`config.mk`:
```
export PLATFORM = sky130hd
export DESIGN_NAME = periodic_task_scheduler_top
export DESIGN_NICKNAME = d
export VERILOG_FILES = /design/src/hdl/pts_pkg.sv /design/src/hdl/periodic_task_scheduler_top.sv
export SDC_FILE = /design/constraint.sdc
export NUM_CORES = 2
export LEC_CHECK = 0
export ABC_AREA = 1
export BUFFER_PORTS_ARGS = -buffer_cell sky130_fd_sc_hd__buf_2
export CAP_MARGIN = 30
export CORE_ASPECT_RATIO = 1.2
export CORE_MARGIN = 2
export CORE_UTILIZATION = 30
export CTS_CLUSTER_SIZE = 25
export DETAILED_ROUTE_END_ITERATION = 8
export PLACE_DENSITY = 0.47
export SYNTH_ARGS = -nofsm -noshare
export SYNTH_HDL_FRONTEND = slang
export SYNTH_SLANG_ARGS = --single-unit
```
`constraint.sdc`:
```
create_clock -name clk -period 12.88 [get_ports clk]
set_input_delay 0 -clock clk [delete_from_list [all_inputs] [get_ports clk]]
set_output_delay 0 -clock clk [all_outputs]
set_load 0.01 [all_outputs]
```
`src/hdl/pts_pkg.sv`:
```
// ----------------------------------------------------------------------------
// pts_pkg
// Shared codes and types for the periodic task scheduler.
// ----------------------------------------------------------------------------
package pts_pkg;

  // Operation codes carried on in_func
  localparam logic [2:0] FN_REGISTER = 3'd0;
  localparam logic [2:0] FN_PAUSE    = 3'd1;
  localparam logic [2:0] FN_RESTART  = 3'd2;
  localparam logic [2:0] FN_DELAY    = 3'd3;
  localparam logic [2:0] FN_SET_OS   = 3'd4;
  localparam logic [2:0] FN_PROCESS  = 3'd5;

  // Outcome codes carried on out_outcome
  localparam logic [1:0] OC_OK     = 2'd0;
  localparam logic [1:0] OC_REJECT = 2'd1;
  localparam logic [1:0] OC_DUE    = 2'd2;
  localparam logic [1:0] OC_NONE   = 2'd3;

  // Most due tasks served by one process transaction
  localparam int unsigned  SERVED_W     = 5;
  localparam logic [4:0]   RESULT_LIMIT = 5'd16;

  // One-shot value meaning "none"
  localparam logic [32:0]  OS_NONE = 33'h1_FFFF_FFFF;

  typedef enum logic [2:0] {
    ST_IDLE  = 3'b001,
    ST_SCAN  = 3'b010,
    ST_FLUSH = 3'b100
  } state_t;

endpackage

```
`src/hdl/periodic_task_scheduler_top.sv`:
```
// ----------------------------------------------------------------------------
// periodic_task_scheduler_top
// Task table with control ops and a sequential due-task scan.
// ----------------------------------------------------------------------------
// A transaction is taken at a rising edge with start high and busy low.
// Control transactions (register, pause, restart, delay-and-restart, set
// one-shot, and unknown codes) finish in the accepting cycle: their single
// result appears on the out_ ports for one cycle, flagged by out_valid, on
// the next cycle, and busy never rises for them. A process transaction
// raises busy and scans the registered slots in index order through one
// shared subtract-and-compare unit fed by a registered table read, one slot
// per cycle; busy stays high until every registered slot is judged and the
// flush state has reported, and falls sooner when the scan stops at the result
// limit. Each due task comes out as one result on its own cycle; the final
// result of a transaction carries out_last_of_run. The receiver cannot
// stall: every out_valid pulse is a result that is taken at once.
// ----------------------------------------------------------------------------
module periodic_task_scheduler_top
  import pts_pkg::*;
#(
  parameter int unsigned MAX_TASKS = 16
) (
  input  logic        clk,
  input  logic        rst_n,
  input  logic        start,
  output logic        busy,
  input  logic [2:0]  in_func,
  input  logic [3:0]  in_task_index,
  input  logic [31:0] in_time_now,
  input  logic signed [32:0] in_interval_value,
  input  logic signed [32:0] in_one_shot_value,
  input  logic        in_start_running,
  output logic        out_valid,
  output logic [3:0]  out_served_task,
  output logic [1:0]  out_outcome,
  output logic        out_last_of_run
);

  localparam int unsigned IDX_W = (MAX_TASKS > 1) ? $clog2(MAX_TASKS) : 1;
  localparam int unsigned CNT_W = $clog2(MAX_TASKS + 1);

  // Control state
  state_t               state_r, state_nxt;
  logic [CNT_W-1:0]     count_r, count_nxt;
  logic [MAX_TASKS-1:0] run_r, run_nxt;
  logic                 ev_vld_r, ev_vld_nxt;
  logic                 out_valid_r, out_valid_nxt;

  // Scan bookkeeping
  logic [CNT_W-1:0]     scan_idx_r, scan_idx_nxt;
  logic [IDX_W-1:0]     ev_idx_r, ev_idx_nxt;
  logic [SERVED_W-1:0]  served_r, served_nxt;
  logic                 pend_vld_r, pend_vld_nxt;
  logic [IDX_W-1:0]     pend_idx_r, pend_idx_nxt;
  logic [31:0]          now_r, now_nxt;

  // Result payload
  logic [3:0]           out_task_r, out_task_nxt;
  logic [1:0]           out_outcome_r, out_outcome_nxt;
  logic                 out_last_r, out_last_nxt;

  // Task table: one write port, one registered read port per store
  logic [31:0]          base_mem [MAX_TASKS];
  logic [32:0]          os_mem   [MAX_TASKS];
  logic [31:0]          last_mem [MAX_TASKS];
  logic [31:0]          rd_base_r;
  logic [32:0]          rd_os_r;
  logic [31:0]          rd_last_r;

  logic [IDX_W-1:0]     rd_addr;
  logic [IDX_W-1:0]     wr_addr;
  logic                 wr_base_en, wr_os_en, wr_last_en;
  logic [31:0]          wr_base_data;
  logic [32:0]          wr_os_data;
  logic [31:0]          wr_last_data;

  // Shared compare unit
  logic [31:0]          eff_interval;
  logic [31:0]          elapsed;
  logic                 due;

  logic                 accept;
  logic                 idx_ok;
  logic                 issue;

  assign accept    = start && (state_r == ST_IDLE);
  assign busy      = (state_r != ST_IDLE);
  assign idx_ok    = (32'(in_task_index) < 32'(count_r));
  assign issue     = (scan_idx_r < count_r);
  assign rd_addr   = scan_idx_r[IDX_W-1:0];

  // Effective interval: a non-negative one-shot wins over the base interval
  assign eff_interval = rd_os_r[32] ? rd_base_r : rd_os_r[31:0];
  assign elapsed      = now_r - rd_last_r;
  assign due          = ev_vld_r && run_r[ev_idx_r] && (elapsed >= eff_interval);

  always_comb begin
    state_nxt       = state_r;
    count_nxt       = count_r;
    run_nxt         = run_r;
    ev_vld_nxt      = 1'b0;
    ev_idx_nxt      = ev_idx_r;
    scan_idx_nxt    = scan_idx_r;
    served_nxt      = served_r;
    pend_vld_nxt    = pend_vld_r;
    pend_idx_nxt    = pend_idx_r;
    now_nxt         = now_r;
    out_valid_nxt   = 1'b0;
    out_task_nxt    = out_task_r;
    out_outcome_nxt = out_outcome_r;
    out_last_nxt    = out_last_r;
    wr_addr         = '0;
    wr_base_en      = 1'b0;
    wr_os_en        = 1'b0;
    wr_last_en      = 1'b0;
    wr_base_data    = in_interval_value[31:0];
    wr_os_data      = in_interval_value;
    wr_last_data    = in_time_now;

    case (state_r)
      ST_IDLE: begin
        if (accept) begin
          out_valid_nxt   = 1'b1;
          out_last_nxt    = 1'b1;
          out_task_nxt    = in_task_index;
          out_outcome_nxt = OC_REJECT;
          wr_addr         = IDX_W'(in_task_index);
          case (in_func)
            FN_REGISTER: begin
              out_task_nxt = 4'd0;
              if (count_r != CNT_W'(MAX_TASKS)) begin
                wr_addr          = count_r[IDX_W-1:0];
                wr_base_en       = 1'b1;
                wr_os_en         = 1'b1;
                wr_last_en       = 1'b1;
                wr_os_data       = in_one_shot_value;
                run_nxt[count_r[IDX_W-1:0]] = in_start_running;
                count_nxt        = count_r + 1'b1;
                out_task_nxt     = 4'(count_r);
                out_outcome_nxt  = OC_OK;
              end
            end
            FN_PAUSE: begin
              if (idx_ok) begin
                run_nxt[IDX_W'(in_task_index)] = 1'b0;
                out_outcome_nxt = OC_OK;
              end
            end
            FN_RESTART: begin
              if (idx_ok) begin
                run_nxt[IDX_W'(in_task_index)] = 1'b1;
                out_outcome_nxt = OC_OK;
              end
            end
            FN_DELAY: begin
              if (idx_ok) begin
                wr_os_en   = 1'b1;
                wr_last_en = 1'b1;
                run_nxt[IDX_W'(in_task_index)] = 1'b1;
                out_outcome_nxt = OC_OK;
              end
            end
            FN_SET_OS: begin
              if (idx_ok) begin
                wr_os_en        = 1'b1;
                out_outcome_nxt = OC_OK;
              end
            end
            FN_PROCESS: begin
              // Hold the result back; the scan reports later
              out_valid_nxt = 1'b0;
              now_nxt       = in_time_now;
              scan_idx_nxt  = '0;
              served_nxt    = '0;
              pend_vld_nxt  = 1'b0;
              state_nxt     = ST_SCAN;
            end
            default: begin
              out_task_nxt = 4'd0;
            end
          endcase
        end
      end

      ST_SCAN: begin
        // Issue the read of the next slot while the current one is judged
        if (issue) begin
          scan_idx_nxt = scan_idx_r + 1'b1;
          ev_vld_nxt   = 1'b1;
          ev_idx_nxt   = rd_addr;
        end
        if (due) begin
          wr_addr      = ev_idx_r;
          wr_os_en     = 1'b1;
          wr_os_data   = OS_NONE;
          wr_last_en   = 1'b1;
          wr_last_data = now_r;
          // Release the previous due task; the newest one is held until the next due task or the flush
          if (pend_vld_r) begin
            out_valid_nxt   = 1'b1;
            out_task_nxt    = 4'(pend_idx_r);
            out_outcome_nxt = OC_DUE;
            out_last_nxt    = 1'b0;
          end
          pend_vld_nxt = 1'b1;
          pend_idx_nxt = ev_idx_r;
          served_nxt   = served_r + 1'b1;
          if (served_r == RESULT_LIMIT - 1'b1) begin
            // Drop the read in flight and stop
            ev_vld_nxt = 1'b0;
            state_nxt  = ST_FLUSH;
          end
        end
        if (!issue && !ev_vld_r) begin
          state_nxt = ST_FLUSH;
        end
      end

      ST_FLUSH: begin
        out_valid_nxt = 1'b1;
        out_last_nxt  = 1'b1;
        if (pend_vld_r) begin
          out_task_nxt    = 4'(pend_idx_r);
          out_outcome_nxt = OC_DUE;
        end else begin
          out_task_nxt    = 4'd0;
          out_outcome_nxt = OC_NONE;
        end
        pend_vld_nxt = 1'b0;
        state_nxt    = ST_IDLE;
      end

      default: begin
        state_nxt = ST_IDLE;
      end
    endcase
  end

  // Control registers
  always_ff @(posedge clk) begin
    if (!rst_n) begin
      state_r     <= ST_IDLE;
      count_r     <= '0;
      run_r       <= '0;
      ev_vld_r    <= 1'b0;
      out_valid_r <= 1'b0;
      pend_vld_r  <= 1'b0;
    end else begin
      state_r     <= state_nxt;
      count_r     <= count_nxt;
      run_r       <= run_nxt;
      ev_vld_r    <= ev_vld_nxt;
      out_valid_r <= out_valid_nxt;
      pend_vld_r  <= pend_vld_nxt;
    end
  end

  // Payload registers
  always_ff @(posedge clk) begin
    scan_idx_r    <= scan_idx_nxt;
    ev_idx_r      <= ev_idx_nxt;
    served_r      <= served_nxt;
    pend_idx_r    <= pend_idx_nxt;
    now_r         <= now_nxt;
    out_task_r    <= out_task_nxt;
    out_outcome_r <= out_outcome_nxt;
    out_last_r    <= out_last_nxt;
  end

  // Table write port
  always_ff @(posedge clk) begin
    if (wr_base_en) begin
      base_mem[wr_addr] <= wr_base_data;
    end
    if (wr_os_en) begin
      os_mem[wr_addr] <= wr_os_data;
    end
    if (wr_last_en) begin
      last_mem[wr_addr] <= wr_last_data;
    end
  end

  // Table read port
  always_ff @(posedge clk) begin
    rd_base_r <= base_mem[rd_addr];
    rd_os_r   <= os_mem[rd_addr];
    rd_last_r <= last_mem[rd_addr];
  end

  assign out_valid       = out_valid_r;
  assign out_served_task = out_task_r;
  assign out_outcome     = out_outcome_r;
  assign out_last_of_run = out_last_r;

endmodule
```
==> results.sh <==
export IMPL_drc=0
export IMPL_grt_overflow=0
export IMPL_drt_pass1_iterations=6
export IMPL_period_share=0.4865
export IMPL_stdcell_area_um2=81280
export IMPL_total_leakage_power_nw=27.09
export IMPL_post_cts_buffers=0
export IMPL_seqPwrFrac=0.520
export IMPL_insertion_delay_ps=850
export IMPL_cts_buffer_depth=3
export IMPL_dr_wl_met2_um=104400
export IMPL_cpPeakStageDelay_ps=560
export IMPL_crit_slowest_cell="buf_4"
export IMPL_core_area_um2=232500
export IMPL_critPathKind="reg -> reg"
export IMPL_synth_cell_types=46
export IMPL_vias=44360
export IMPL_syn_area_um2=70010
export IMPL_peakVddDrop_mv=0.1260
export IMPL_wl_per_cell_um=24.37
export IMPL_worstSetupStartpointType="flop"
export IMPL_top_layer="met5"
export IMPL_start_util=0.3011
export IMPL_place_area_um2=74130
export IMPL_final_hold_violation_count=0
export IMPL_drt_met1_wl_um=94090
export IMPL_io_pins=118
export IMPL_synth_edff_count=1609
export IMPL_p_clk_frac=0.441
export IMPL_syn_nets=5535
export IMPL_min_path_type="in -> reg"
export IMPL_powerDensity_nw_per_um2=146.7
export IMPL_area_growth_pct=16.11
export IMPL_io_buffers=117
export IMPL_ys_ff_latch=1733
export IMPL_arrival_ps=6720
export IMPL_status="finished, final reports clean"
export IMPL_fin_skew_ps=43.85
export IMPL_cts_num_sinks=1733
export IMPL_dp_hpwl_um=117000
export IMPL_cts_tree="done"
export IMPL_yosysWarnings=0
export IMPL_fillCellCount=22650
export IMPL_die_x_um=445.0
export IMPL_gp_congestion=0.8184
export IMPL_grt_pass1_vias=42910
export IMPL_dr_wl_met3_um=9205
export IMPL_drv_slew=0
export IMPL_grt_first_pass_wirelength_um=304600
export IMPL_synthArstFlopShare=0
export IMPL_cts_buffers=186
export IMPL_setup_viol=0
export IMPL_syn_inst=5348
export IMPL_slew_headroom=0.3077
export IMPL_period_needed_ps=6266
export IMPL_final_cell_mix="1609 x edfxtp_1, 944 x nor2_1, 505 x nand2_1"
export IMPL_seq_area_frac_synth=0.7256
export IMPL_setup_tns_final_ps=0
export IMPL_die_h_um=533.2
export IMPL_timing_hold_ws_ps=8.572
export IMPL_grt_antenna_before_repair=15
export IMPL_drt_iter0_drc=3731
export IMPL_cp_end_kind="flop"
export IMPL_tightest_slew_ps=1010
export IMPL_wl_um=212800
export IMPL_p_switching_mw=2.605
export IMPL_drive_gt1_frac=0.09675
export IMPL_layout_nets=5714
export IMPL_root_buffer="clkbuf_16"
export IMPL_placed_cells=8264
export IMPL_antenna_left=0
export IMPL_num_rows=194
export IMPL_path_max_fanout=41
export IMPL_rsz0062_at_grt="no"
export IMPL_grt_start_max_net_pins=186
export IMPL_syn_area_per_cell_um2=13.09
export IMPL_p_comb_frac=0.038
export IMPL_grt_util_all_layers=0.1748
export IMPL_p_sw_frac=0.2185
export IMPL_die_area_um2=237300
export IMPL_final_common_cell="edfxtp_1"
export IMPL_critPathMostFrequentCell="nand2_1"
export IMPL_path_clk_slew_ps=60
export IMPL_fmax_mhz=159.6
export IMPL_cellInternalPower_mw=9.319
export IMPL_instances_no_fill=8732
export IMPL_vias_per_cell=5.081
export IMPL_crit_chain="ha_1 -> nand3_1 -> nand2_1 -> a21oi_1 -> o21ai_0 -> a21oi_1 -> o21ai_0 -> nand2_1 -> nand2_1 -> xor2_1 -> ha_1 -> a21oi_1 -> o21ai_0 -> nand2_1 -> a21oi_1 -> nor2_1 -> nand2_1 -> and2_1 -> nand2_4 -> buf_4 -> nand3_2 -> inv_2 -> nor2_4 -> buf_4"
export IMPL_synthFlopType="edfxtp_1"
export IMPL_cp_data_required_time_ps=13330
export IMPL_cts_htree_levels=4
export IMPL_cap_violations=0
-- per-stage QoR --
stage,utilization,total power [mW],setup slack [ps]
after CTS,0.3494,12.04,6548
after global routing,0.3495,12.30,6234
final,0.3496,11.92,6614
after global placement,0.3188,6.751,6605
after detailed placement,0.3188,6.755,6586
after floorplan,-,6.545,7782
-- power groups by stage --
stage	Clock (mW)	Sequential, mW	Combinational [mW]
4_1_cts	5.37	6.21	0.464
6_report	5.26	6.21	0.458
3_5_place_dp	0	6.33	0.430
5_1_grt	5.60	6.21	0.501
3_3_place_gp	0	6.32	0.426
2_1_floorplan	0	6.32	0.229
-- layout make-up --
type	instances	area [um^2]	area share
clock inverter	97	999.7	0.01230
sequential	1733	50800	0.6250
tap	3038	3801	0.04676
antenna	9	22.52	0.0002771
timing repair buffer	320	2465	0.03032
multi-input combinational	3115	17530	0.2157
inverter	171	661.9	0.008143
clock buffer	249	5001	0.06153
-- repair_timing --
action	in CTS	in global routing
hold buffers	112	0
hold endpoints to repair	1095	0
resized for setup	0	0
-- registers in the layout, indices dropped and copies added (netlist names), named ones only --
register / cells
rd_os_r: 33
out_valid: 1
out_last_of_run: 1
out_served_task: 4
now_r: 32
served_r: 5
rd_base_r: 32
pend_vld_r: 1
state_r: 3
rd_last_r: 32
count_r: 5
last_mem: 512
out_outcome: 2
ev_vld_r: 1
pend_idx_r: 4
base_mem: 512
os_mem: 528
scan_idx_r: 5
ev_idx_r: 4
-- worst max-delay path: cells and delay by family (launching register included) --
kind	cells	cell delay [ps]
adder cells (fa/ha/maj)	2	640
flip-flops	1	420
buffers and inverters	3	1520
AND/OR/NAND/NOR	11	1770
AO/OA/AOI/OAI	7	1320
XOR/XNOR	1	180
-- logic make-up after synthesis --
| family | Yosys count | synth area share |
|---|---|---|
| compound gates | 1047 | 0.09923 |
| xor+xnor | 31 | 0.003878 |
| fa+ha+maj | 78 | 0.01405 |
| buf+inv | 500 | 0.02892 |
| flops | 1733 | 0.7256 |
| mux | 188 | 0.02690 |
| simple gates | 1771 | 0.1014 |
-- metal layers --
metal | track usage | vias to the layer above
met5 | 0 | -
met2 | 0.2950 | 1163
met3 | 0.02218 | 276
met1 | 0.2361 | 22650
li1 | - | 20260
met4 | 0.04826 | 8
-- final timing paths --
path | slack, ps | end | from | cells after the start
hold reg to reg | 470 | flop | flop | 2
hold / removal | 9 | os_mem[9][10]$_DFFE_PP_ | in_one_shot_value[10] | 3
setup reg to reg | 6610 | last_mem[0][8]$_DFFE_PP_ | now_r[2]$_DFFE_PP_ | 24
setup / recovery | 6610 | last_mem[0][8]$_DFFE_PP_ | now_r[2]$_DFFE_PP_ | 24
-- cells in the mapped netlist, types with 58 or more instances --
cell | n | area [um^2]
mux2i_1 | 187 | 1872
o32ai_1 | 247 | 2163
a21oi_1 | 107 | 535.5
o221ai_1 | 157 | 1375
nand3_1 | 221 | 1106
o21ai_0 | 461 | 2307
dfxtp_1 | 124 | 2482
nor2_1 | 981 | 3682
nand2_1 | 505 | 1896
ha_1 | 77 | 963.4
edfxtp_1 | 1609 | 48320
inv_1 | 155 | 581.8
buf_2 | 58 | 290.3
clkbuf_1 | 240 | 900.9
(Power assumes the default switching activity.)
